[src/rtl/lphm_pkg.sv]
// ----------------------------------------------------------------------------
// Hash map package
// Request and response codes, sequencer states and fixed widths of the
// linear probing hash map.
// ----------------------------------------------------------------------------
package lphm_pkg;

  localparam int unsigned KEY_PORT_W = 64;
  localparam int unsigned VALUE_W    = 64;
  localparam int unsigned SLOT_W     = 8;
  localparam int unsigned LIMIT_W    = 9;
  localparam int unsigned HASH_SHIFT = 17;

  localparam logic [31:0]        HASH_MULT   = 32'hcc9e2d51;
  localparam logic [LIMIT_W-1:0] LIMIT_RESET = 9'd100;

  typedef enum logic [1:0] {
    ACT_LOOKUP = 2'd0,
    ACT_INSERT = 2'd1,
    ACT_CLEAR  = 2'd2,
    ACT_NONE   = 2'd3
  } action_e;

  typedef enum logic [1:0] {
    ST_OK        = 2'd0,
    ST_NOT_FOUND = 2'd1,
    ST_LIMIT     = 2'd2,
    ST_ZERO_KEY  = 2'd3
  } status_e;

  typedef enum logic [2:0] {
    S_CLEAR,
    S_IDLE,
    S_HASH,
    S_HOME,
    S_PROBE,
    S_RESP
  } state_e;

  typedef struct packed {
    status_e             status;
    logic                found;
    logic [VALUE_W-1:0]  value;
    logic [SLOT_W-1:0]   slot;
  } rsp_t;

endpackage

[src/rtl/lphm_hash.sv]
// ----------------------------------------------------------------------------
// Home slot hash
// Multiplies the key by the hash constant, folds the product with its copy
// shifted right and yields the home slot in the cycle after the key is stable.
// ----------------------------------------------------------------------------
module lphm_hash
  import lphm_pkg::*;
#(
  parameter int unsigned IDX_W = 8
) (
  input  logic                  clk_i,
  input  logic [KEY_PORT_W-1:0] key_i,
  output logic [IDX_W-1:0]      home_o
);

  localparam int unsigned H_W = IDX_W + HASH_SHIFT;

  logic [63:0]    prod;
  logic [32:0]    h_low;
  logic [H_W-1:0] h_q;

  // Only product bits up to 32 reach the slot; the upper key half adds key bit 32.
  assign prod  = 64'(key_i[31:0]) * 64'(HASH_MULT);
  assign h_low = {prod[32] ^ key_i[32], prod[31:0]};

  always_ff @(posedge clk_i) begin
    h_q <= h_low[H_W-1:0];
  end

  assign home_o = h_q[IDX_W-1:0] ^ h_q[H_W-1:HASH_SHIFT];

endmodule

[config.mk]
export PLATFORM = sky130hd
export DESIGN_NAME = lphm_hash
export DESIGN_NICKNAME = d
export VERILOG_FILES = /design/src/rtl/lphm_pkg.sv /design/src/rtl/lphm_hash.sv
export SDC_FILE = /design/constraint.sdc
export NUM_CORES = 1
export LEC_CHECK = 0
export BUFFER_PORTS_ARGS = -buffer_cell sky130_fd_sc_hd__buf_2
export CAP_MARGIN = 20
export CORE_ASPECT_RATIO = 1.2
export CORE_UTILIZATION = 60
export DETAILED_ROUTE_END_ITERATION = 16
export GPL_ROUTABILITY_DRIVEN = 1
export PLACE_DENSITY = 0.83
export SYNTH_ARGS = -nofsm -noshare
export SYNTH_HDL_FRONTEND = slang
export SYNTH_SLANG_ARGS = --single-unit
[constraint.sdc]
create_clock -name clk_i -period 7.85 [get_ports clk_i]
set_clock_uncertainty 0.2 [all_clocks]
set_input_delay 1.57 -clock clk_i [delete_from_list [all_inputs] [get_ports clk_i]]
set_output_delay 1.57 -clock clk_i [all_outputs]
set_load 0.005 [all_outputs]
==> flow_summary.json <==
{
  "path_class": "in2reg",
  "grt_antenna_before_repair": 0,
  "drv_slew": 0,
  "synthTopCellsByCount": "ha_1 (154), inv_1 (150), fa_1 (76)",
  "post-cts-setup-buffers": 0,
  "period_needed_ns": 6.768,
  "coreArea_um2": 8243,
  "drtPass1Iterations": 4,
  "ys.flop_type": "dfxtp_1",
  "crit_chain": "buf_2 > ha_1 > ha_1 > inv_1 > fa_1 > fa_1 > fa_1 > inv_1 > fa_1 > inv_1 > fa_1 > inv_1 > ha_1 > a21oi_1 > o21ai_0 > a2111oi_2 > o31ai_1 > a31oi_1 > xor2_1",
  "cpMostUsedCell": "fa_1",
  "hold_buffers": 0,
  "cp-end-kind": "flip-flop",
  "hold_class": "in2reg",
  "netlist.area_leader.share": 0.3715,
  "cts_tree": "built",
  "avgSynthCellArea_um2": 10.09,
  "fmax_ghz": 0.1478,
  "cts_buffers": 3,
  "ys_top_cells_by_area": "ha_1 (37%), fa_1 (29%), inv_1 (11%), dfxtp_1 (6.2%), xnor2_1 (5.9%)",
  "maxSlewHeadroom": 0.7077,
  "rsz0062_at_grt": "false",
  "synth_cell_types": 30,
  "antenna_cells": 0,
  "crit_cells": 19,
  "hold_viol": 0,
  "dieHeight_um": 103.8,
  "crit_family": "adder cells",
  "track_usage": 0.2655,
  "grt_max_degree": 12,
  "largest_register": "h_q",
  "crit_arrival_ns": 6.72,
  "cts.reportedPaths.clkPinSlew_ns": 0.06,
  "largest_reg_flops": 16,
  "syn-num-nets": 809,
  "cts_resized": 0,
  "synth_edf_count": 0,
  "period_share": 0.8622,
  "synth_warnings": 0,
  "critPathRequiredTime_ns": 7.81,
  "drt_wl_total_mm": 10.90,
  "cts_max_level": 1,
  "run_status": "completed",
  "worst_pin_slew_ns": 0.4347,
  "cap_violations": 0,
  "die_area_um2": 9021,
  "overflow": 0,
  "vias": 3560,
  "vias_per_cell": 5.353,
  "start_kind": "input port",
  "grt_pass1_wl_mm": 18.25,
  "rows": 36,
  "io_pins": 73,
  "cts_buffer_depth": 2,
  "slowest_delay_ns": 0.54,
  "syn_inst": 514,
  "critPathBufInv": 5,
  "drc_errors": 0,
  "setup_viol": 0,
  "die_w_um": 86.87,
  "ant_nets": 0,
  "drive_gt1_frac": 0.07441,
  "yosysMostFrequentCell": "ha_1",
  "finalNetCount": 847,
  "synth-async-reset-ratio": 0,
  "drt-initial-drc-count": 118,
  "cts_sinks": 16,
  "crit_start": "key_i[11]",
  "ys_ff_latch": 16,
  "grt_pass1_vias": 4032,
  "synth_largest_area_cell": "ha_1",
  "tns_ns": 0,
  "cp_max_fo": 7,
  "avgRoutedWirePerCell_um": 16.40,
  "numPortBuffers": 33,
  "place_hpwl_mm": 9.568,
  "slowest_stage": "fa_1",
  "place_congestion": 0.8785,
  "ys_seq_area_frac": 0.06176,
  "initial_core_util": 0.6292,
  "reg_top3": "h_q x16",
  "netlist_area_um2": 5186,
  "synthToLayoutAreaGrowth_pct": 6.996,
  "endpoint": "h_q[24]",
  "root_buffer": "clkbuf_8"
}
==> per-layer routing <==
metal / global-route usage / up-vias / wire length, µm
met5: 0 / - / 0
met4: 0.1131 / 0 / 429
met3: 0.04781 / 33 / 672
met2: 0.4893 / 104 / 5810
met1: 0.2897 / 1739 / 3992
li1: - / 1684 / -
==> cells in the final DEF, fill, tap and decap left out, types with 2 or more instances in the layout <==
cell | netlist | routed
a211oi_2 | 2 | 2
a21o_1 | 2 | 2
a21oi_1 | 10 | 10
and2_1 | 2 | 2
buf_2 | 0 | 33
clkbuf_8 | 0 | 4
dfxtp_1 | 16 | 16
fa_1 | 76 | 76
ha_1 | 154 | 154
inv_1 | 150 | 150
nand2_1 | 8 | 8
nand2b_1 | 2 | 2
nor2_1 | 7 | 7
nor2b_1 | 2 | 2
nor3_1 | 3 | 3
o211ai_1 | 2 | 2
o21a_1 | 2 | 2
o21ai_0 | 8 | 8
o21ai_1 | 2 | 2
o31ai_1 | 2 | 2
xnor2_1 | 35 | 35
xor2_1 | 19 | 19
==> cell families (layout without fill, tap and decap cells) <==
| logic type | count (synthesis) | count (layout) | synth area share |
|---|---|---|---|
| AO/OA/AOI/OAI | 36 | 36 | 0.04680 |
| XOR/XNOR | 54 | 54 | 0.09119 |
| adder cells (fa/ha/maj) | 230 | 230 | 0.6649 |
| buffers and inverters | 150 | 187 | 0.1086 |
| flip-flops | 16 | 16 | 0.06176 |
| AND/OR/NAND/NOR | 28 | 28 | 0.02678 |
==> area by class of cell <==
class / count / area [µm²]
tap: 114 / 142.6
multi-input combinational: 348 / 4303
fill: 627 / 2694
clock buffer: 4 / 55.05
sequential: 16 / 320.3
timing repair buffer: 33 / 165.2
inverter: 150 / 563.0
==> stage by stage <==
step,hold WS (ns),instances,worst slack [ns],instance area [µm²],util
2_1_floorplan,1.398,514,1.478,5186,-
3_3_place_gp,1.660,661,0.8811,5494,0.6665
3_5_place_dp,1.667,661,0.8799,5494,0.6665
4_1_cts,1.407,665,1.069,5549,0.6732
5_1_grt,1.402,665,0.7653,5549,0.6732
6_report,1.414,665,1.082,5549,0.6732
==> worst min path at each step <==
stage               cells past startpoint  startpoint  endpoint  slack, ns
detailed placement                      1    key_i[2]    h_q[2]       1.67
global placement                        1    key_i[1]    h_q[1]       1.66
finish                                  1    key_i[1]    h_q[1]       1.41
floorplan                               0    key_i[0]    h_q[0]       1.40
global route                            1    key_i[2]    h_q[2]       1.40
CTS                                     1    key_i[2]    h_q[2]       1.41
Power is left out: the tool's default activity adds up to more than one toggle a clock period on the data nets, which glitch-free logic cannot reach.
